--- src/dlm_ram.sv ---
// ----------------------------------------------------------------------------
// dlm_ram: generic single write, single read RAM
// One write port, one read port with registered read data.
// ----------------------------------------------------------------------------
`default_nettype none

module dlm_ram #(
    parameter int W = 8,
    parameter int D = 2
) (
    input  logic                 i_clk,
    input  logic                 i_we,
    input  logic [$clog2(D)-1:0] i_waddr,
    input  logic [W-1:0]         i_wdata,
    input  logic [$clog2(D)-1:0] i_raddr,
    output logic [W-1:0]         o_rdata
);

    logic [W-1:0] r_mem [D];
    logic [W-1:0] r_rdata;

    always_ff @(posedge i_clk) begin
        if (i_we) begin
            r_mem[i_waddr] <= i_wdata;
        end
        r_rdata <= r_mem[i_raddr];
    end

    assign o_rdata = r_rdata;

endmodule

`default_nettype wire

--- config.mk ---
export PLATFORM = sky130hd
export DESIGN_NAME = dlm_ram
export DESIGN_NICKNAME = d
export VERILOG_FILES = /design/src/dlm_ram.sv
export SDC_FILE = /design/constraint.sdc
export NUM_CORES = 1
export LEC_CHECK = 0
export BUFFER_PORTS_ARGS = -buffer_cell sky130_fd_sc_hd__buf_2
export CORE_MARGIN = 2
export CORE_UTILIZATION = 32
export DETAILED_ROUTE_END_ITERATION = 16
export PLACE_DENSITY = 0.57
export SLEW_MARGIN = 20
export SYNTH_ARGS = -nofsm -noshare
export SYNTH_HDL_FRONTEND = slang
export SYNTH_SLANG_ARGS = --single-unit
export TNS_END_PERCENT = 1
--- constraint.sdc ---
create_clock -name i_clk -period 2.07 [get_ports i_clk]
set_input_delay 0.414 -clock i_clk [delete_from_list [all_inputs] [get_ports i_clk]]
set_output_delay 0.414 -clock i_clk [all_outputs]
set_load 0.005 [all_outputs]
**Word-level counts from Yosys, hierarchy flattened**

Memories as Yosys holds them, arrays and structs flattened. A register that Yosys moved wholly into a read port is not among the register bits.
Index checks and enable logic that the tools add are counted.

- Flip-flop bits (word level): 0
- RAM bits: 16
- Input port bits: 12
- Output and inout bits: 8
- Memories: 1

- Muxes and demuxes: 2

Memories:

| name | depth | width | read ports | clocked after memory_dff | write ports | line | source |
|---|---|---|---|---|---|---|---|
| r_mem | 2 | 8 | 1 | 1 | 1 | 19 | `logic [W-1:0] r_mem [D];` |

Operator list:

| cell | number |
|---|---|
| $mux 1 | 2 |

**Logic depth before layout (Yosys ltp)**

- Word-level depth: 2
- Mapped depth: 2
- Depth with buffers taken out: 1

**Worst setup path before layout**

No wires, ideal clock.

- Path type: input -> register
- From: input i_we
- To: memory r_mem[0][0], enable pin
- Library setup time: 373 ps
- Arrival: 834 ps
- Setup slack: 863 ps
- Stages on the path: 1
- Cell sequence: nor2b_1

- Longest elaborated chain between the ends: 2

RTL lines:

| what | line | source |
|---|---|---|
| start, declared | 12 | `input logic i_we,` |
| $mux 1 | 23 | `if (i_we) begin` |
| $mux 1 (implied by the code) | 24 | `r_mem[i_waddr] <= i_wdata;` |
| end, declared | 19 |  |

Every way passes these cells.

**Final worst setup path**

- From: register r_rdata[2] (netlist: o_rdata[2]), read port of r_mem
- To: output o_rdata[2]

RTL lines:

| what | line | source |
|---|---|---|
| start, declared | 20 | `logic [W-1:0] r_rdata;` |
| end, declared | 16 | `output logic [W-1:0] o_rdata` |

No word-level cell between the ends.

==> impl_metrics.csv <==
group,metric,value,unit
status,status,"finished, final reports clean",
route,wl_per_cell,11.10,um
die,rows,17,
sta,finalMaxSlewViolations,0,
yosys,synth_edf_count,16,
yosys,yosys-top-cells-area,"edfxtp_1 (61%), dfxtp_1 (20%), mux2_4 (15%)",
yosys,mappedNetlistArea,784.5,um^2
clocking,clk_pin_slew,0.12,ns
yosys,syn_inst,35,
setup_path,cp_slowest_cell,"dfxtp_1",
route,viasPerCell,4.140,
power_and_ir_drop,p_per_area,906.4,nW/um^2
die,pin_count,20,
setup_path,r2r-end,"o_rdata[3]",
layout,final_cells,86,
grt,antenna_found_initial,0,
yosys,yosys-top-cells-count,"edfxtp_1 (16), dfxtp_1 (8), mux2_4 (8)",
layout,syn2layout_area_growth,20.73,%
die,dieArea,2864,um^2
power_and_ir_drop,p_leak,0.3891,nW
clocking,insertion_delay,0.30,ns
clocking,cts.repair.resized,0,
clocking,h-tree-depth,1,
placed_design,gp_congestion,0.6540,
sta,relSlewSlack,73.55,%
yosys,syn_nets,47,
placed_design,dp.cells,82,
route,dr.pass1.iters,1,
setup_path,regToRegSetupSlack,1.31,ns
grt,grt_use_total,8.000,%
setup_path,cp_cell_sequence,"buf_2",
clocking,holdBufCountCts,0,
power_and_ir_drop,vdd_drop_max,0.0004804,V
route,drc_errors,0,
die,coreArea,2255,um^2
clocking,cts_tree,"done",
yosys,synth_area_per_cell,22.41,um^2
sta,min_period,1.150,ns
layout,drive_gt1_share,55.17,%
hold_path,hp-class,"in -> reg",
setup_path,crit_type,"reg -> out",
route,postRouteAntennaNets,0,
clocking,root_buffer,"clkbuf_4",
layout,num_antenna_cells,0,
clocking,cts_made_buffers,3,
clocking,cts.sinks,24,
sta,hold_viol_final,0,
setup_path,critPathMaxFanout,1,
grt,grt_max_degree,14,
setup_path,endpoint_kind,"primary output",
clocking,post_cts_buffers,0,
setup_path,critPathTopFamily,"flip-flops",
sta,rsz0062_at_grt,"false",
die,start_util,34.79,%
setup_path,worstSetupStartpointType,"flip-flop",
hold_path,min_to,"r_mem[1][2]",
grt,grt_pass1_vias,360,
setup_path,reg2reg_depth,1,
setup_path,path_buf_inv,1,
layout,finalNetCount,71,
placed_design,dp_hpwl,723.1,um
die,die_h,53.52,um
route,wl,955,um
route,via_count,356,
clocking,cts_buffer_depth,2,
hold_path,worst_hold_path.num_cells,1,
setup_path,r2r-start,"r_mem[0][3]",
sta,tightestPinTransition,0.3959,ns
sta,finalCritPeriodShare,55.57,%
grt,grt_pass1_wl,1.552,mm
sta,fin_skew,0.001595,ns
sta,clock.fmax,869.4,MHz
setup_path,slowest_delay,0.32,ns
die,die_x,53.52,um
yosys,yosys_warnings,0,
yosys,synthArstFlopShare,0,%
grt,overflow,0,
sta,setup_viol,0,
job,cap_violations,0,
setup_path,required,1.66,ns
sta,tns,0,ns
setup_path,cp.arrival,0.74,ns
route,drt_iter0_drc,0,
yosys,ys_ff_latch,24,
yosys,ys_types,6,
yosys,yosysTopAreaCellShare,61.24,%
yosys,seq_area_frac_synth,81.66,%
placed_design,portBuffers,19,
yosys,synth_ff_type,"edfxtp_1",
yosys,synth_top_cell_by_area,"edfxtp_1",
yosys,synth.most_common_cell,"edfxtp_1",
hold_path,hp-start,"i_wdata[2]",
==> cell usage in the layout, fill, tap and decap left out, drive strengths merged <==
| master | synthesis | routed |
|---|---|---|
| mux2 | 8 | 8 |
| and2 | 1 | 1 |
| edfxtp | 16 | 16 |
| clkbuf | 0 | 4 |
| nor2b | 1 | 1 |
| buf | 1 | 20 |
| dfxtp | 8 | 8 |
==> state kept, by name, summed over array words and instances (netlist names) <==
signal / cells
o_rdata: 8
r_mem: 16
==> report_power, final <==
group	total (mW)	internal [mW]	switching, mW
sequential	0.557	0.549	0.00805
clock	0.239	0.107	0.132
combinational	0.0627	0.0392	0.0235
total	0.859	0.695	0.163
==> routing by layer <==
layer  vias up  wire length (um)  global-route usage [%]
met5         -                 0                       0
met4         0                 0                   3.846
li1        174                 -                       -
met3         0                59                   2.542
met1       170               404                   9.765
met2        12               491                   12.76
==> per-stage QoR <==
step	instance area (um^2)	utilization [%]	total power, mW	setup WS, ns	hold WS [ns]
after floorplan	784.5	-	0.6022	0.8626	0.4523
after global placement	910.9	40.40	0.6318	0.7363	0.4586
after detailed placement	910.9	40.40	0.6333	0.6914	0.4600
after CTS	947.2	42.01	0.8656	0.9071	0.2820
after global routing	947.2	42.01	0.8994	0.8709	0.2710
final	947.2	42.01	0.8585	0.9198	0.2886
==> worst max-delay path by stage <==
| stage | from | endpoint | slack (ns) | depth (start not counted) |
|---|---|---|---|---|
| floorplan | i_we | r_mem[0][0] | 0.86 | 1 |
| global placement | i_waddr | r_mem[0][1] | 0.74 | 3 |
| detailed placement | i_waddr | r_mem[0][6] | 0.69 | 3 |
| CTS | o_rdata[6] | o_rdata[6] | 0.91 | 1 |
| global route | o_rdata[1] | o_rdata[1] | 0.87 | 1 |
| finish | o_rdata[2] | o_rdata[2] | 0.92 | 1 |
==> final cells by class <==
class | count | area, um^2
Tap cell | 28 | 35.03
Fill cell | 225 | 1308
Multi-Input combinational cell | 10 | 132.6
Timing Repair Buffer | 20 | 102.6
Clock buffer | 4 | 36.28
Sequential cell | 24 | 640.6
==> logic make-up (layout without fill, tap and decap cells) <==
kind of cell  after synthesis  in the layout  synth area share (%)
mux                         8              8                 15.31
flops                      24             24                 81.66
buf+inv                     1             24                 1.435
simple gates                2              2                 1.596
Note: power is estimated with default switching activity, not from simulation.
