**src/dlm_pkg.sv**
```systemverilog
// ----------------------------------------------------------------------------
// dlm_pkg: shared types and constants
// Transaction structs, cell control word, sequencer states and the base 10^4
// digit arithmetic constants of the decimal limb multiplier.
// ----------------------------------------------------------------------------
`default_nettype none

package dlm_pkg;

    localparam int DEF_MAX_LIMBS = 16;

    localparam int LIMB_W        = 54;
    localparam int DIG_W         = 14;   // one base 10^4 digit
    localparam int DIGS_PER_LIMB = 4;
    localparam int PROD_W        = 27;   // digit product plus addends, < 10^8
    localparam int CONV_STEPS    = LIMB_W / 2;
    localparam int RECIP_SHIFT   = 40;

    localparam logic [LIMB_W-1:0] LIMB_BASE = 54'd10000000000000000;
    localparam logic [DIG_W-1:0]  DIG_BASE  = 14'd10000;
    // ceil(2^40 / 10^4): exact quotient for every value below 10^8
    localparam logic [PROD_W-1:0] DIG_RECIP = 27'd109951163;

    localparam logic OP_LEFT  = 1'b0;
    localparam logic OP_RIGHT = 1'b1;

    typedef struct packed {
        logic              opcode;
        logic [LIMB_W-1:0] limb_value;
        logic              is_last;
    } t_in_item;

    typedef struct packed {
        logic [LIMB_W-1:0] product_limb;
        logic              last_limb;
    } t_out_item;

    typedef struct packed {
        logic clear;
        logic shift_a;
        logic shift_rd_up;
        logic shift_rd_down;
        logic ph0;
        logic ph1;
        logic ph2;
    } t_cell_ctl;

    typedef enum logic [3:0] {
        S_IDLE,
        S_CONV,
        S_LOAD,
        S_MUL,
        S_DRAIN,
        S_RD,
        S_LD,
        S_OUT,
        S_CLR
    } t_state;

endpackage

`default_nettype wire

```
**src/dlm_cell.sv**
```systemverilog
// ----------------------------------------------------------------------------
// dlm_cell: one digit cell of the serial-parallel multiplier chain
// Holds one left digit, one right digit, one accumulator digit and a carry.
// Step: ph0 multiply, ph1 add and quotient, ph2 remainder and shift down.
// ----------------------------------------------------------------------------
`default_nettype none

module dlm_cell (
    input  logic                       i_clk,
    input  logic                       i_rst_n,
    input  dlm_pkg::t_cell_ctl         i_ctl,
    input  logic [dlm_pkg::DIG_W-1:0]  i_b,
    input  logic [dlm_pkg::DIG_W-1:0]  i_a_lo,
    input  logic [dlm_pkg::DIG_W-1:0]  i_rd_lo,
    input  logic [dlm_pkg::DIG_W-1:0]  i_rd_hi,
    input  logic [dlm_pkg::DIG_W-1:0]  i_r_hi,
    input  logic [dlm_pkg::DIG_W-1:0]  i_c_lo,
    output logic [dlm_pkg::DIG_W-1:0]  o_a,
    output logic [dlm_pkg::DIG_W-1:0]  o_rd,
    output logic [dlm_pkg::DIG_W-1:0]  o_r,
    output logic [dlm_pkg::DIG_W-1:0]  o_c
);

    import dlm_pkg::*;

    logic [DIG_W-1:0]    r_a, r_rd, r_acc, r_c, r_q;
    logic [PROD_W-1:0]   r_p, r_t;
    logic [PROD_W-1:0]   w_t;
    logic [2*PROD_W-1:0] w_qm;
    logic [PROD_W-1:0]   w_rem;

    assign w_t   = PROD_W'(r_acc) + r_p + PROD_W'(i_c_lo);
    assign w_qm  = (2*PROD_W)'(w_t) * (2*PROD_W)'(DIG_RECIP);
    assign w_rem = r_t - PROD_W'(r_q) * PROD_W'(DIG_BASE);

    always_ff @(posedge i_clk) begin
        if (!i_rst_n || i_ctl.clear) begin
            r_a   <= '0;
            r_rd  <= '0;
            r_acc <= '0;
            r_c   <= '0;
        end else begin
            if (i_ctl.shift_a) begin
                r_a <= i_a_lo;
            end
            if (i_ctl.shift_rd_up) begin
                r_rd <= i_rd_lo;
            end else if (i_ctl.shift_rd_down) begin
                r_rd <= i_rd_hi;
            end
            if (i_ctl.ph2) begin
                r_acc <= i_r_hi;
                r_c   <= r_q;
            end
        end
    end

    always_ff @(posedge i_clk) begin
        if (i_ctl.ph0) begin
            r_p <= PROD_W'(r_a) * PROD_W'(i_b);
        end
        if (i_ctl.ph1) begin
            r_t <= w_t;
            r_q <= w_qm[RECIP_SHIFT +: DIG_W];
        end
    end

    assign o_a  = r_a;
    assign o_rd = r_rd;
    assign o_r  = w_rem[DIG_W-1:0];
    assign o_c  = r_c;

endmodule

`default_nettype wire

```
**config.mk**
```make
export PLATFORM = sky130hd
export DESIGN_NAME = dlm_cell
export DESIGN_NICKNAME = d
export VERILOG_FILES = /design/src/dlm_pkg.sv /design/src/dlm_cell.sv
export SDC_FILE = /design/constraint.sdc
export NUM_CORES = 2
export LEC_CHECK = 0
export BUFFER_PORTS_ARGS = -buffer_cell sky130_fd_sc_hd__buf_2
export CAP_MARGIN = 20
export CORE_MARGIN = 2
export CORE_UTILIZATION = 44
export CTS_CLUSTER_SIZE = 30
export DETAILED_ROUTE_END_ITERATION = 8
export RECOVER_POWER = 100
export SETUP_SLACK_MARGIN = 0.4
export SLEW_MARGIN = 20
export SYNTH_ARGS = -nofsm -noshare
export SYNTH_HDL_FRONTEND = slang
export SYNTH_SLANG_ARGS = --single-unit
```
**constraint.sdc**
```tcl
create_clock -name i_clk -period 10.1 [get_ports i_clk]
set_clock_uncertainty 0.15 [all_clocks]
set_input_delay 1.515 -clock i_clk [delete_from_list [all_inputs] [get_ports i_clk]]
set_output_delay 1.515 -clock i_clk [all_outputs]
set_load 0.02 [all_outputs]
```
* Yosys cells after proc, flatten, opt, wreduce, memory -nomap -nowiden *
Cells that the tools add are included.

storage, ports and cells
  register bits = 111

cells by class
  add/subtract/negate cells = 3
  multiply operators = 3
  multiplexer cells = 2
  reductions and logical operators = 3

operators with widths
  operator                                             count
  multiplier 27 x 27 -> 54 bit, second input constant  1
  two-way mux 14 bit                                   2
  adder 14 x 27 -> 27 bit                              1
  adder 27 x 14 -> 27 bit                              1
  multiplier 14 x 14 -> 27 bit                         1
  multiplier 14 x 10 -> 10 bit, second input constant  1
  subtractor 14 bit                                    1
  nonzero test 2 bit                                   1
  zero test 1 bit                                      1
  logical OR 1 bit                                     1

* Logic depth before layout (Yosys ltp) *
  depth after elaboration = 3
  depth in mapped cells = 37
  depth with buffers taken out = 37

* Worst setup path after synthesis *
No wires, ideal clock.

  path kind = input to register
  from = input port i_c_lo[1] in the netlist's numbering
  to = register r_q[10], data pin
  setup time = 0.262 ns
  arrival time = 9.693 ns
  required time = 9.688 ns
  setup slack = -0.005 ns
  cell stages on the path = 35
  buffers on the path = 0
  cells stage by stage = inv_1 fa_1 inv_1 ha_1 inv_1 fa_1 nor2b_1 o31a_1 o21ai_2 a211oi_1 o31ai_4 nor2_1 xnor2_1 inv_1 ha_1 inv_1 fa_1 fa_1 inv_1 fa_1 fa_1 fa_1 inv_1 fa_1 inv_1 ha_1 a2111oi_0 o21ai_0 a221oi_1 o21ai_0 a221oi_1 a21oi_1 a211oi_1 o21bai_1 xor2_1

on the way
  longest elaborated chain between the ends = 2

ends and longest elaborated chain
  item                          RTL line        text
  start: declaration            dlm_cell.sv:17  input logic [dlm_pkg::DIG_W-1:0] i_c_lo,
  adder 27 x 14 -> 27 bit       dlm_cell.sv:32  assign w_t = PROD_W'(r_acc) + r_p + PROD_W'(i_c_lo);
  multiplier 27 x 27 -> 54 bit  dlm_cell.sv:33  assign w_qm = (2*PROD_W)'(w_t) * (2*PROD_W)'(DIG_RECIP);
  via w_qm[50]                  dlm_cell.sv:29  logic [2*PROD_W-1:0] w_qm;
  end signal: assignment        dlm_cell.sv:64  r_q <= w_qm[RECIP_SHIFT +: DIG_W];
  end: declaration              dlm_cell.sv:26  logic [DIG_W-1:0] r_a, r_rd, r_acc, r_c, r_q;

The timed path passes the listed nets, and every way through them passes these cells.
A chain may end at the register's enable or synchronous reset.

* Worst setup path in the final report *
  from = input port i_c_lo[2] in the netlist's numbering
  to = register r_q[6], data pin

Same word-level chain as after synthesis.

==> reports/qor.txt <==
Crit path max fanout - 3
H-tree level count - 3
CTS tree - built
Mapped Area - 24,900 µm²
Worst-path clk slew - 0.08 ns
Worst slew margin - -85.7%
Post-layout minimum cycle time - 9.78 ns
Overflow after GRT - 0
# DRC - 0
Worst setup margin - 0.315 ns
Peak Freq - 102 MHz
Vias in the first global route - 18,904
Synthesis warning total - 0
Final Max Tran Viols - 114
Most used cell, CP - fa_1
Worst R2R Path Depth - 33
RSZ-0062 raised after global routing - yes
Fraction of layout cells with a size suffix above 1 - 15.1%
Core ar. - 56,100 µm²
Hold depth - 2
Post-synthesis cell type count - 66
TritonRoute pass-1 iters - 5
CP max-delay cell - fa_1
Post-route cell area - 28,700 µm²
DRT met1 WL - 29.6 mm
Worst-skew pair later-pin latency - 0.39 ns
Tcrit/Tclk final - 96.9%
Metal3 WL - 3.01 mm
Area Overhead vs Synth - 15.5%
Highest metal used - met4
Post-synthesis sequential area ratio - 11.2%
Die Wd - 242 µm
DR WL met2 - 33.5 mm
Ys async rst share - 0%
DIE AREA - 58,400 µm²
Post-CTS Hold Fix Bufs - 0
Max-Cap Viols - 3
Cells after Synth - 2,522
Via-to-Cell Ratio - 4.95
Total GRT Usage - 23.4%
Final Hold Fails - 0
DR iter-0 viols - 887
Post-Place Cell Area - 27,700 µm²
Syn Nets - 3,461
Sink Count - 111
Starting Density - 44.3%
Worst stage delay on the critical path - 0.52 ns
Register Area - 2770 µm²
Crit end category - register
Root buf cell - clkbuf_16
Outcome - finished with violations
Fillers - 5,233
Initial antenna violation count - 5
Post-DP HPWL - 58.6 mm
First-pass GRT wire length - 106 mm
Pin count of the biggest net entering global routing - 57
Worst EP arrival - 9.76 ns
Number of synthesized flops with an enable pin - 55
Port Buffers - 148
Slew @ Worst Pin - 2.78 ns
CP startpoint kind - input pin
Via count - 17,765
CTS max path bufs - 2
Gpl congestion - 0.944
WL per Instance - 18.7 µm
Drt total wl - 67.1 mm
Min-delay worst type - register to register
Ports - 149
DRT antenna net count - 0
Total of flip-flops plus latches after synthesis - 111
Synth Flop Type - dfxtp_1
Mean Syn Cell Area - 9.85 µm²
Data required time of the critical path - 10.08 ns
Nets - 3,766
Failing checks - max-capacitance violations, max-slew violations
Setup CP Type - input pin to register
Area of the multi-input gates - 19,900 µm²
Final setup violating endpoints - 0
Num CTS Buffers - 9
Placement Rows - 87
Die H - 242 µm
DP Worst Slack - -0.467 ns
==> critical path: cells and delay by family <==
| kind | cells | cell delay (ns) |
|---|---|---|
| adder cells (fa/ha/maj) | 10 | 4.18 |
| XOR/XNOR | 1 | 0.13 |
| AND/OR/NAND/NOR | 2 | 0.28 |
| AO/OA/AOI/OAI | 11 | 2.59 |
| buffers and inverters | 10 | 1.08 |
==> routing by layer <==
layer,vias to the layer above,global-route usage [%]
li1,8331,-
met1,8993,32.1
met2,384,40.3
met3,57,2.67
met4,0,4.52
met5,-,0
==> final cells by class <==
class / instances / share of cell area [%]
Antenna cell: 3 / 0.0262
Clock inverter: 7 / 0.301
Sequential cell: 111 / 9.66
Tap cell: 756 / 3.30
Timing Repair Buffer: 343 / 7.50
Clock buffer: 9 / 0.785
Inverter: 684 / 8.95
Multi-Input combinational cell: 1678 / 69.5
==> through the flow <==
| stage | TNS [ns] | util, % | hold WS (ns) | std cells |
|---|---|---|---|---|
| finish | 0 | 51.2 | 0.353 | 3591 |
| global route | 0 | 51.2 | 0.399 | 3591 |
| CTS | 0 | 50.5 | 0.356 | 3576 |
| detailed placement | -2.21 | 49.5 | 0.333 | 3551 |
| global placement | -1.91 | 49.5 | 0.326 | 3551 |
| floorplan | 0 | - | 0.307 | 2522 |
==> registers in the layout, indices dropped and copies added (netlist names) <==
signal / flops
o_a: 14
o_c: 14
o_rd: 14
r_acc: 14
r_p: 27
r_q: 14
r_t: 14
==> what timing repair did <==
| action | 4_1_cts | 5_1_grt |
|---|---|---|
| gates cloned | 0 | 0 |
| setup buffers | 9 | 12 |
| pin swaps | 33 | 88 |
| endpoints found under the setup margin | 13 | 14 |
| resized for setup | 41 | 90 |
==> synth_stat cells (7+ instances only) <==
cell,count,area (µm²)
a21o_1,29,218
clkbuf_1,40,150
xnor2_1,85,744
dfxtp_1,56,1120
and2_1,92,576
o21ai_0,38,190
a21oi_1,87,435
mux2i_1,56,561
nand2b_1,12,75.1
nor2_1,99,372
nand2_1,149,559
and3_1,9,56.3
ha_1,379,4740
nor3_1,8,40.0
a211oi_1,8,60.1
o21bai_1,7,52.6
inv_1,683,2560
nand3_1,14,70.1
nor2b_1,10,62.6
o21a_1,10,75.1
fa_1,467,9350
edfxtp_1,55,1650
xor2_1,37,324
==> cells in the final DEF (no fill, tap or decap), types with 21 or more instances in the layout <==
cell	instances
edfxtp_1	55
o21ai_0	31
mux2i_1	56
inv_1	664
buf_4	174
a21o_1	29
a21oi_1	82
nand2_1	147
ha_1	361
nor2_1	96
fa_2	21
xnor2_1	71
buf_2	89
xor2_1	31
fa_1	446
clkbuf_1	69
and2_1	91
dfxtp_1	56
==> final timing paths <==
path,start,to,slack (ns)
setup reg to reg,r_p[2],r_q[6],1.05
hold reg to reg,o_c[9],o_c[9],0.35
setup / recovery,i_c_lo[2],r_q[6],0.32
hold / removal,o_c[9],o_c[9],0.35
==> cell families after synthesis <==
group | share of synthesized area [%]
AO/OA/AOI/OAI | 5.70
multiplexers | 2.26
AND/OR/NAND/NOR | 8.49
adder cells (fa/ha/maj) | 56.7
XOR/XNOR | 4.56
buffers and inverters | 11.1
flip-flops | 11.2
Power is not shown: default switching activity piles up to over one toggle a cycle in this logic, so the estimate is an artifact.
