===== config.mk =====
export PLATFORM = sky130hd
export DESIGN_NAME = dlm_pack
export DESIGN_NICKNAME = d
export VERILOG_FILES = /design/src/dlm_pkg.sv /design/src/dlm_pack.sv
export SDC_FILE = /design/constraint.sdc
export NUM_CORES = 1
export LEC_CHECK = 0
export BUFFER_PORTS_ARGS = -buffer_cell sky130_fd_sc_hd__buf_2
export CELL_PAD_IN_SITES_DETAIL_PLACEMENT = 1
export CELL_PAD_IN_SITES_GLOBAL_PLACEMENT = 2
export CORE_MARGIN = 4
export CORE_UTILIZATION = 37
export CTS_CLUSTER_DIAMETER = 150
export DETAILED_ROUTE_END_ITERATION = 10
export MAX_ROUTING_LAYER = met4
export PLACE_DENSITY = 0.78
export REMOVE_ABC_BUFFERS = 1
export SYNTH_ARGS = -nofsm -noshare
export SYNTH_HDL_FRONTEND = slang
export SYNTH_SLANG_ARGS = --single-unit

===== constraint.sdc =====
create_clock -name i_clk -period 8 [get_ports i_clk]
set_input_delay 1.2 -clock i_clk [delete_from_list [all_inputs] [get_ports i_clk]]
set_output_delay 1.2 -clock i_clk [all_outputs]
set_load 0.01 [all_outputs]

===== src/dlm_pkg.sv =====
// ----------------------------------------------------------------------------
// dlm_pkg: shared types and constants
// Transaction structs, cell control word, sequencer states and the base 10^4
// digit arithmetic constants of the decimal limb multiplier.
// ----------------------------------------------------------------------------
`default_nettype none

package dlm_pkg;

    localparam int DEF_MAX_LIMBS = 16;

    localparam int LIMB_W        = 54;
    localparam int DIG_W         = 14;   // one base 10^4 digit
    localparam int DIGS_PER_LIMB = 4;
    localparam int PROD_W        = 27;   // digit product plus addends, < 10^8
    localparam int CONV_STEPS    = LIMB_W / 2;
    localparam int RECIP_SHIFT   = 40;

    localparam logic [LIMB_W-1:0] LIMB_BASE = 54'd10000000000000000;
    localparam logic [DIG_W-1:0]  DIG_BASE  = 14'd10000;
    // ceil(2^40 / 10^4): exact quotient for every value below 10^8
    localparam logic [PROD_W-1:0] DIG_RECIP = 27'd109951163;

    localparam logic OP_LEFT  = 1'b0;
    localparam logic OP_RIGHT = 1'b1;

    typedef struct packed {
        logic              opcode;
        logic [LIMB_W-1:0] limb_value;
        logic              is_last;
    } t_in_item;

    typedef struct packed {
        logic [LIMB_W-1:0] product_limb;
        logic              last_limb;
    } t_out_item;

    typedef struct packed {
        logic clear;
        logic shift_a;
        logic shift_rd_up;
        logic shift_rd_down;
        logic ph0;
        logic ph1;
        logic ph2;
    } t_cell_ctl;

    typedef enum logic [3:0] {
        S_IDLE,
        S_CONV,
        S_LOAD,
        S_MUL,
        S_DRAIN,
        S_RD,
        S_LD,
        S_OUT,
        S_CLR
    } t_state;

endpackage

`default_nettype wire


===== src/dlm_pack.sv =====
// ----------------------------------------------------------------------------
// dlm_pack: product digit packer
// Gathers product digits, LS first, into binary limbs and writes each
// finished limb to the product RAM at the next limb address.
// ----------------------------------------------------------------------------
`default_nettype none

module dlm_pack #(
    parameter int AW = 5
) (
    input  logic                        i_clk,
    input  logic                        i_rst_n,
    input  logic                        i_clear,
    input  logic                        i_vld,
    input  logic [dlm_pkg::DIG_W-1:0]   i_digit,
    output logic                        o_we,
    output logic [AW-1:0]               o_waddr,
    output logic [dlm_pkg::LIMB_W-1:0]  o_wdata
);

    import dlm_pkg::*;

    logic [1:0]        r_k;
    logic [LIMB_W-1:0] r_acc;
    logic [AW-1:0]     r_widx;
    logic [LIMB_W-1:0] w_sum;

    function automatic logic [39:0] pow_of(input logic [1:0] k);
        case (k)
            2'd0:    pow_of = 40'd1;
            2'd1:    pow_of = 40'd10000;
            2'd2:    pow_of = 40'd100000000;
            default: pow_of = 40'd1000000000000;
        endcase
    endfunction

    assign w_sum = r_acc + LIMB_W'(LIMB_W'(i_digit) * LIMB_W'(pow_of(r_k)));

    always_ff @(posedge i_clk) begin
        if (!i_rst_n || i_clear) begin
            r_k    <= '0;
            r_acc  <= '0;
            r_widx <= '0;
        end else if (i_vld) begin
            r_k <= r_k + 2'd1;
            if (r_k == 2'd3) begin
                r_acc  <= '0;
                r_widx <= r_widx + AW'(1);
            end else begin
                r_acc <= w_sum;
            end
        end
    end

    assign o_we    = i_vld && (r_k == 2'd3);
    assign o_waddr = r_widx;
    assign o_wdata = w_sum;

endmodule

`default_nettype wire


; Word level (Yosys, flattened, before mapping)
; Index checks and enable logic that the tools add are counted.
; W data, S select, Z words.
[classes]
add_sub_neg = 3
n_eq_ne = 3
reduce_logical = 5
n_mul = 1
muxes = 2
[op_table]
columns = operator, count
row1 = $pmux W40 S3, 1
row2 = $add A54 B54 Y54, 1
row3 = $mul A14 B40 Y54, 1
row4 = $mux W54, 1
row5 = $add A5 B1 Y5 const B, 1
row6 = $eq A2 B2 Y1 const B, 2
row7 = $add A2 B1 Y2 const B, 1
row8 = $eq A2 B1 Y1 const B, 1
row9 = $logic_not A2 Y1, 1
row10 = $reduce_and A2 Y1, 1
row11 = $logic_and A1 B1 Y1, 1
row12 = $logic_not A1 Y1, 1
row13 = $logic_or A1 B1 Y1, 1
[word_totals]
out_inout_bits = 60
in_bits = 18
wordCells = 17
ff_bits = 61

; Depth between registers and ports, before layout
; Gate-level depths: netlist of the first run.
[depth]
word_depth = 5
depth_mapped = 32
ltp_nobuf = 31

; Worst setup path after synthesis of the first run
; No wires, ideal clock.
[synth_path]
path_kind = in2out
startpoint = input i_digit[12] (netlist bit)
endpoint = output o_wdata[51] (netlist bit)
arrival_ps = 6870
stages = 21
setup_slack_ps = -70
path_buffers = 3
required_time_ps = 6800
path_cell_list = clkbuf_1 -> clkbuf_1 -> nand2_1 -> inv_1 -> ha_1 -> fa_1 -> fa_1 -> fa_1 -> fa_1 -> inv_1 -> fa_1 -> inv_1 -> ha_1 -> buf_2 -> nand4_1 -> or3_1 -> a2111o_1 -> a21oi_2 -> nor3_2 -> o41ai_2 -> xor2_1
[synth_via]
elab_chain_cells = 2
[synth_rtl]
columns = item, line
row1 = from (decl), dlm_pack.sv:15  ; input logic [dlm_pkg::DIG_W-1:0] i_digit,
row2 = $mul A14 B40 Y54, dlm_pack.sv:37  ; assign w_sum = r_acc + LIMB_W'(LIMB_W'(i_digit) * LIMB_W'(pow_of(r_k)));
row3 = $add A54 B54 Y54, dlm_pack.sv:37
row4 = to (decl), dlm_pack.sv:18  ; output logic [dlm_pkg::LIMB_W-1:0] o_wdata
; Every way passes these cells.

; Final worst setup path of the first run
[layout_path]
startpoint = input i_digit[3] (netlist bit)
endpoint = output o_wdata[50] (netlist bit)
; Same word-level chain as after synthesis.

==> results of run 1 <==
## cells in the final DEF, fill, tap and decap left out, types with 29 or more instances in the layout
cell     Yosys  final
fa_1       268    254
buf_4        0    352
buf_2        4     58
inv_1      464    431
dfxtp_1     61     60
nand2_1     96     65
and2_1      41     38
ha_1       239    214
inv_2        0     29
buf_6        0     38
a21oi_1     94     72
nor2_1      81     72
## cell type report
cell class,count,share of cell area [%]
Clock buffer,10,1.14
Timing Repair Buffer,454,16.6
Inverter,464,8.38
Clock inverter,6,0.449
Sequential cell,61,5.86
Multi-Input combinational cell,1152,64.4
Tap cell,532,3.18
## layer usage
metal,up-vias,routed length (um),track usage [%]
li1,6214,-,-
met1,6992,22500,30.2
met2,192,30600,48.2
met3,87,1300,2.53
met4,0,2020,8.49
met5,-,0,-
## metrics by stage
| step | hold slack (ns) | std cells | setup WS (ns) | cell area (um2) |
|---|---|---|---|---|
| 5_1_grt | 0.512 | 2679 | -0.628 | 20900 |
| 3_5_place_dp | 0.470 | 2613 | -1.11 | 18700 |
| 2_1_floorplan | 0.447 | 1677 | 0.0581 | 15200 |
| 4_1_cts | 0.485 | 2663 | -0.498 | 20300 |
| 3_3_place_gp | 0.461 | 2613 | -1.06 | 18700 |
| 6_report | 0.486 | 2679 | -0.499 | 20900 |
## sequential cells by signal, indices dropped and copies added (netlist names)
name,count
o_waddr,5
r_k,2
r_acc,54
## worst max path at each step
stage                     from     endpoint  slack [ns]  depth (start not counted)
floorplan           i_digit[6]  o_wdata[49]        0.06                         24
global placement    i_digit[3]  o_wdata[50]       -1.06                         25
detailed placement  i_digit[1]  o_wdata[50]       -1.11                         25
CTS                 i_digit[1]  o_wdata[51]       -0.50                         24
global route        i_digit[1]  o_wdata[50]       -0.63                         26
finish              i_digit[3]  o_wdata[50]       -0.50                         26
## report_power, final
part / leakage, nW / internal [mW] / total (mW) / switching, mW
clock network: 0.159 / 0.284 / 0.487 / 0.203
logic: 11.0 / 0.475 / 1.07 / 0.597
registers: 0.494 / 0.315 / 0.325 / 0.00972
total: 11.7 / 1.07 / 1.88 / 0.809
## critical path, cell delays in order
cell and delay [ns]:
buf_12 0.09, nand2_4 0.05, buf_6 0.13, buf_4 0.13
fa_1 0.41, inv_1 0.08, fa_1 0.46, fa_1 0.58
fa_1 0.44, fa_1 0.58, inv_1 0.08, fa_1 0.51
inv_1 0.08, ha_4 0.27, a21oi_2 0.05, buf_4 0.15
o211ai_1 0.28, a21oi_2 0.13, a211oi_2 0.26, buf_4 0.17
nor3_4 0.05, o21a_4 0.25, o41ai_4 0.30, buf_4 0.20
xor2_4 0.21, buf_6 0.14
## what timing repair did
| item | CTS | global route |
|---|---|---|
| gates cloned | 1 | 0 |
| setup endpoints to repair | 33 | 30 |
| hold buffers | 0 | 0 |
| gates resized for setup | 251 | 105 |
| pin swaps | 100 | 56 |
| setup buffers | 36 | 18 |
## logic make-up (layout without fill, tap and decap cells)
kind of cell / Yosys count / count (layout) / share of synthesized area [%]
xor+xnor: 66 / 66 / 3.76
flops: 61 / 61 / 7.95
mux: 5 / 5 / 0.326
compound gates: 255 / 255 / 10.9
fa+ha+maj: 507 / 507 / 54.4
simple gates: 319 / 319 / 10.0
buf+inv: 517 / 934 / 12.7
==> impl_summary.txt, run 1 <==
----------------------------------------------------
[Run status]
  Status ... finished, violations left
  Violations in the final reports ... negative setup slack

[Floorplanning]
  Floorplan core area ... around 40000 um2
  I/O Pins ... around 80
  Overall die area ... around 45000 um2
  DIE WIDTH ... ~210 um
  Starting density of the core ... 37.6%
  Std cell rows ... 74
  Die height ... roughly 210 um

[Worst setup path]
  Setup crit start kind ... primary input
  Worst Path Max Fanout ... 4
  WS Path Type ... in -> out
  Data arrival time of the critical path ... between 7 and 8 ns
  Startpoint of the most critical register-to-register path ... r_k[0]
  Required time worst endpoint ... 6.80 ns
  Cell depth of the worst flop-to-flop path ... 29
  RR Endpoint ... r_acc[47]
  Type of destination of the critical path ... primary output
  R2R Setup Slk ... approximately 0.65 ns

[Hold path]
  Beginning of the worst hold path ... r_acc[53]
  Hold Path Stages ... 2
  End of the worst hold path ... r_acc[53]
  Path type of the worst min-delay path ... reg -> reg

[Route]
  Drt drc ... 0
  Routed wire length ... ~56 mm
  Via/cell ratio ... around 5
  Number of nets with antenna violations after routing ... 0
  Number of vias after detailed routing ... about 13000
  Final routed wire length divided by cell count ... around 21 um
  DR pass1 iterations ... 4
  DR iter-0 viols ... between 400 and 500

[STA]
  Setup clock skew after layout ... 0.0119 ns
  Final hold viol count ... 0
  RSZ-0062 raised after global routing ... yes
  Post-layout minimum cycle time ... 8.50 ns
  Part of the cycle the worst path needs ... 106%
  Max-slew headroom at the worst pin ... about two thirds
  Final worst-path setup slack ... -0.499 ns
  Top achievable clock speed ... about 120 MHz
  Transition at the pin with the smallest max-transition slack ... just over 0.5 ns
  Final-report setup violation count ... 19
  Max-slew violation count ... 0
  Summed negative setup slack over all endpoints ... -4.98 ns

[Synthesis]
  Distinct cell type count after synthesis ... 64
  Main flop type after synthesis ... dfxtp_1
  Count leader, synth ... inv_1
  Leading post-synthesis cells by instance count ... inv_1, fa_1, ha_1
  Number of flops mapped to enable cells by yosys ... 0
  Synthesis-stage register bit count ... 61
  Number of instances in the synthesized netlist ... ~1700
  Area leader, netlist ... fa_1
  Synthesized area divided by synthesized cell count ... 8.88 um2
  Total of warnings raised by yosys ... 0
  Proportion of netlist area held by the largest area contributor ... about a third
  Top post-synthesis cells by area ... fa_1, ha_1, inv_1
  Syn Std Cell Area ... roughly 15000 um2
  Share of async-settable or async-resettable flops after synthesis ... 0%
  Seq/Total Area, Yosys ... 7.95%

[Pwr]
  Power Density ... roughly 90 nW/um2
  Sum of internal, switching and leakage power ... ~1.9 mW
  Largest vdd supply drop ... 0.0986 mV
  Leakage Power ... around 12 nW

[Clock tree]
  Clk slew on worst S/H paths ... around 0.07 ns
  Latest clock arrival within the worst-skew pair ... around 0.38 ns
  Number of buffers created by CTS ... 9
  CTS tree ... built
  Master cell of the clock root buffer ... clkbuf_16
  H-tree depth reported by CTS ... 3
  CTS max path bufs ... 2
  Clock sinks ... just over 60

[Finish]
  Antenna cells ... 0
  Area used by multi-input combinational logic ... about 13000 um2
  Signed area change from the synthesized netlist to the final layout ... 36.1%
  Share of post-route cells with drive strength above 1 ... between 30 and 40%
  Nets ... 2667
  Number of fill cells in the layout ... between 4000 and 5000
  Finished Core Util ... 51.1%
  Register area ... 1220 um2

[GRT]
  Pin count of the biggest net entering global routing ... 36
  Via count of the first global-routing pass ... roughly 16000
  Wire length of the first global-routing pass ... 87.3 mm
  Total track usage ... approximately a quarter
  Number of antenna violations at the first check in global routing ... 0
  Total grt overflow ... 0

[Placement]
  Detailed-placement wirelength estimate ... about 48 mm
  Global placement routability congestion ... 0.902
  # port buffers ... 77

[Job]
  Number of maximum-capacitance constraint violations ... 0

----------------------------------------------------
Power figures use the tool's default switching activity.
==> run 2, diff against run 1 <==
- CTS_BUF_LIST: unset -> sky130_fd_sc_hd__clkbuf_8
- GPL_TIMING_DRIVEN: unset -> 0
==> impl_summary.txt, run 2 (same netlist as run 1, synthesis figures left out) <==
----------------------------------------------------
[Run status]
  Status ... finished, violations left (unchanged)
  Violations in the final reports ... negative setup slack (unchanged)

[Worst setup path]
  RR Endpoint ... r_acc[47] (unchanged)
  R2R Setup Slk ... 1.00 ns (was 0.65 ns)
  Cell depth of the worst flop-to-flop path ... 24 (was 29)
  Chain of cells forming the critical path ... buf_12, nand2_8, clkinvlp_4, nor2_4, inv_4, fa_1, fa_2, fa_1, fa_2, fa_1, inv_1, fa_1, inv_2, ha_4, nand2_4, or3_4, a2111o_1, a21oi_2, nor3_4, o41ai_4, xor2_1, buf_2
  Critical path's largest stage delay ... 0.58 ns (about the same)
  Cell occurring most often along the worst timing path ... fa_1 (unchanged)
  Data arrival time of the critical path ... 7.33 ns (was 7.30 ns)
  WS Path Type ... in -> out (unchanged)
  Buffers & Inverters on Critical Path ... 6 (was 10)
  Cell family contributing the most delay on the critical path ... adder cells (unchanged)
  Type of destination of the critical path ... primary output (unchanged)
  Crit path max-delay cell type ... fa_1 (unchanged)
  Startpoint of the most critical register-to-register path ... r_k[1] (was r_k[0])
  Worst Path Max Fanout ... 5 (was 4)
  Required time worst endpoint ... 6.80 ns (about the same)
  Setup crit start kind ... primary input (unchanged)

[Clock tree]
  Clock sinks ... 61 (unchanged)
  Clk slew on worst S/H paths ... 0.09 ns (was 0.07 ns)
  Master cell of the clock root buffer ... clkbuf_8 (was clkbuf_16)
  H-tree depth reported by CTS ... 3 (unchanged)
  Number of buffers created by CTS ... 9 (unchanged)
  CTS max path bufs ... 2 (unchanged)
  CTS tree ... built (unchanged)
  Latest clock arrival within the worst-skew pair ... 0.48 ns (was 0.38 ns)

[Finish]
  Most used cells in the layout excluding fill and tap cells ... inv_1, fa_1, ha_1 (was inv_1, buf_4, fa_1)
  Most common cell after layout, fill and taps aside ... inv_1 (unchanged)
  Register with the highest flop count ... r_acc (unchanged)
  Share of post-route cells with drive strength above 1 ... 23.6% (was 32.1%)
  Signed area change from the synthesized netlist to the final layout ... 24.4% (was 36.1%)
  Number of flip-flops in the largest register ... 54 (unchanged)
  Final non-filler cell area ... 19100 um2 (was 20900 um2)
  Nets ... 2417 (was 2667)

[Floorplanning]
  Die height ... 212 um (unchanged)
  I/O Pins ... 78 (unchanged)
  Starting density of the core ... 37.6% (unchanged)
  Std cell rows ... 74 (unchanged)
  Floorplan core area ... 40900 um2 (unchanged)
  Overall die area ... 44900 um2 (unchanged)
  DIE WIDTH ... 212 um (unchanged)

[STA]
  Post-layout minimum cycle time ... 8.53 ns (was 8.50 ns)
  Final worst-path setup slack ... -0.532 ns (was -0.499 ns)
  Final hold slack ... 0.487 ns (was 0.486 ns)
  Summed negative setup slack over all endpoints ... -5.25 ns (was -4.98 ns)
  Final hold viol count ... 0 (unchanged)
  Setup clock skew after layout ... 0.0361 ns (was 0.0119 ns)
  Max-slew headroom at the worst pin ... 37.2% (was 66.3%)
  Transition at the pin with the smallest max-transition slack ... 0.942 ns (was 0.506 ns)
  Max-slew violation count ... 0 (unchanged)
  Final-report setup violation count ... 25 (was 19)
  RSZ-0062 raised after global routing ... yes (unchanged)
  Part of the cycle the worst path needs ... 107% (was 106%)
  Top achievable clock speed ... 117 MHz (was 118 MHz)

[Placement]
  Instance area at placement ... 16300 um2 (was 18700 um2)
  Detailed-placement wirelength estimate ... 41.5 mm (was 47.6 mm)
  Global placement routability congestion ... 0.882 (was 0.902)
  Minimum setup slack after placement ... -1.75 ns (was -1.11 ns)
  # port buffers ... 77 (unchanged)

[GRT]
  Total grt overflow ... 0 (unchanged)
  Via count of the first global-routing pass ... 13600 (was 15600)
  Total track usage ... 23.5% (was 26.3%)
  Wire length of the first global-routing pass ... 77.4 mm (was 87.3 mm)
  Pin count of the biggest net entering global routing ... 36 (unchanged)
  Number of antenna violations at the first check in global routing ... 0 (unchanged)

[Pwr]
  Switching power share of the total ... 47.3% (was 43.0%)
  Fraction of power consumed by combinational cells ... 58.1% (was 56.9%)
  Portion of total power attributed to the clock network ... 21.6% (was 25.8%)
  Power spent charging and discharging nets ... 0.756 mW (was 0.809 mW)
  Largest vdd supply drop ... 0.0702 mV (was 0.0986 mV)
  Power Density ... 83.6 nW/um2 (was 90.0 nW/um2)
  Fraction of power consumed by sequential logic ... 20.3% (was 17.2%)
  Leakage Power ... 10.4 nW (was 11.7 nW)
  Int Power ... 0.842 mW (was 1.07 mW)

[Job]
  Number of maximum-capacitance constraint violations ... 0 (unchanged)

[Hold path]
  Hold Path Stages ... 1 (was 2)
  Path type of the worst min-delay path ... reg -> reg (unchanged)
  Beginning of the worst hold path ... r_acc[31] (was r_acc[53])
  End of the worst hold path ... r_acc[31] (was r_acc[53])

[Route]
  Via/cell ratio ... 5.09 (was 5.03)
  Number of vias after detailed routing ... 12400 (was 13500)
  Final routed wire length divided by cell count ... 21.2 um (was 21.1 um)
  Routed wire length ... 51.5 mm (was 56.4 mm)
  DR pass1 iterations ... 7 (was 4)
  DR iter-0 viols ... 551 (was 440)
  Number of nets with antenna violations after routing ... 0 (unchanged)
  Drt drc ... 0 (unchanged)

----------------------------------------------------
## run 2: final cells by class
type,instances,area [um2]
clock inverter,7,82.6
antenna,1,2.50
fill,4730,21800
timing repair buffer,204,1620
sequential,61,1230
inverter,464,1790
tap,532,666
multi-input combinational,1152,13600
clock buffer,9,124
## run 2: metrics by stage
step	total power, mW	utilization, %	std cells
global route	1.71	46.7	2429
CTS	1.54	44.3	2378
detailed placement	1.09	39.8	2289
global placement	1.07	39.6	2286
finish	1.60	46.7	2430
floorplan	0.813	-	1677
## run 2: power groups by stage
stage / Clock, mW / Sequential [mW] / Combinational (mW)
after detailed placement: 0 / 0.332 / 0.761
after floorplan: 0 / 0.327 / 0.485
final: 0.345 / 0.325 / 0.929
after CTS: 0.355 / 0.324 / 0.859
after global placement: 0 / 0.331 / 0.743
after global routing: 0.363 / 0.326 / 1.02
## run 2: timing repair
| action | in CTS | in global routing |
|---|---|---|
| hold buffers | 0 | 0 |
| resized for setup | 246 | 145 |
| setup endpoints to repair | 54 | 34 |
| setup buffers | 73 | 52 |
| pin swaps | 68 | 83 |
| gates cloned | 0 | 0 |
## run 2: per-layer routing
layer,up-vias,global-route usage [%],wire length [um]
met1,6398,28.6,21600
li1,5723,-,-
met3,59,2.85,1370
met2,194,41.2,27400
met4,0,6.49,1220
met5,-,-,0
## run 2: worst reg2reg max path, stage by stage (launching register included)
cell        delay, ns
dfxtp_4          0.40
ha_4             0.21
buf_4            0.17
nand2_8          0.08
clkinvlp_4       0.16
nor2_4           0.19
inv_4            0.07
fa_1             0.55
fa_2             0.46
fa_1             0.56
fa_2             0.45
fa_1             0.58
inv_1            0.07
fa_1             0.50
inv_2            0.05
ha_4             0.29
nand2_4          0.06
or3_4            0.39
a2111o_1         0.45
a21oi_2          0.24
nor3_4           0.10
buf_6            0.16
buf_4            0.13
or4_1            0.49
nand3_1          0.10
## run 2: how the worst max path moves through the flow
stage | startpoint | endpoint | cells past startpoint
detailed placement | i_digit[6] | o_wdata[48] | 25
finish | i_digit[2] | o_wdata[51] | 22
global route | i_digit[2] | o_wdata[49] | 25
CTS | i_digit[2] | o_wdata[51] | 22
global placement | i_digit[6] | o_wdata[48] | 25
floorplan | i_digit[6] | o_wdata[49] | 24
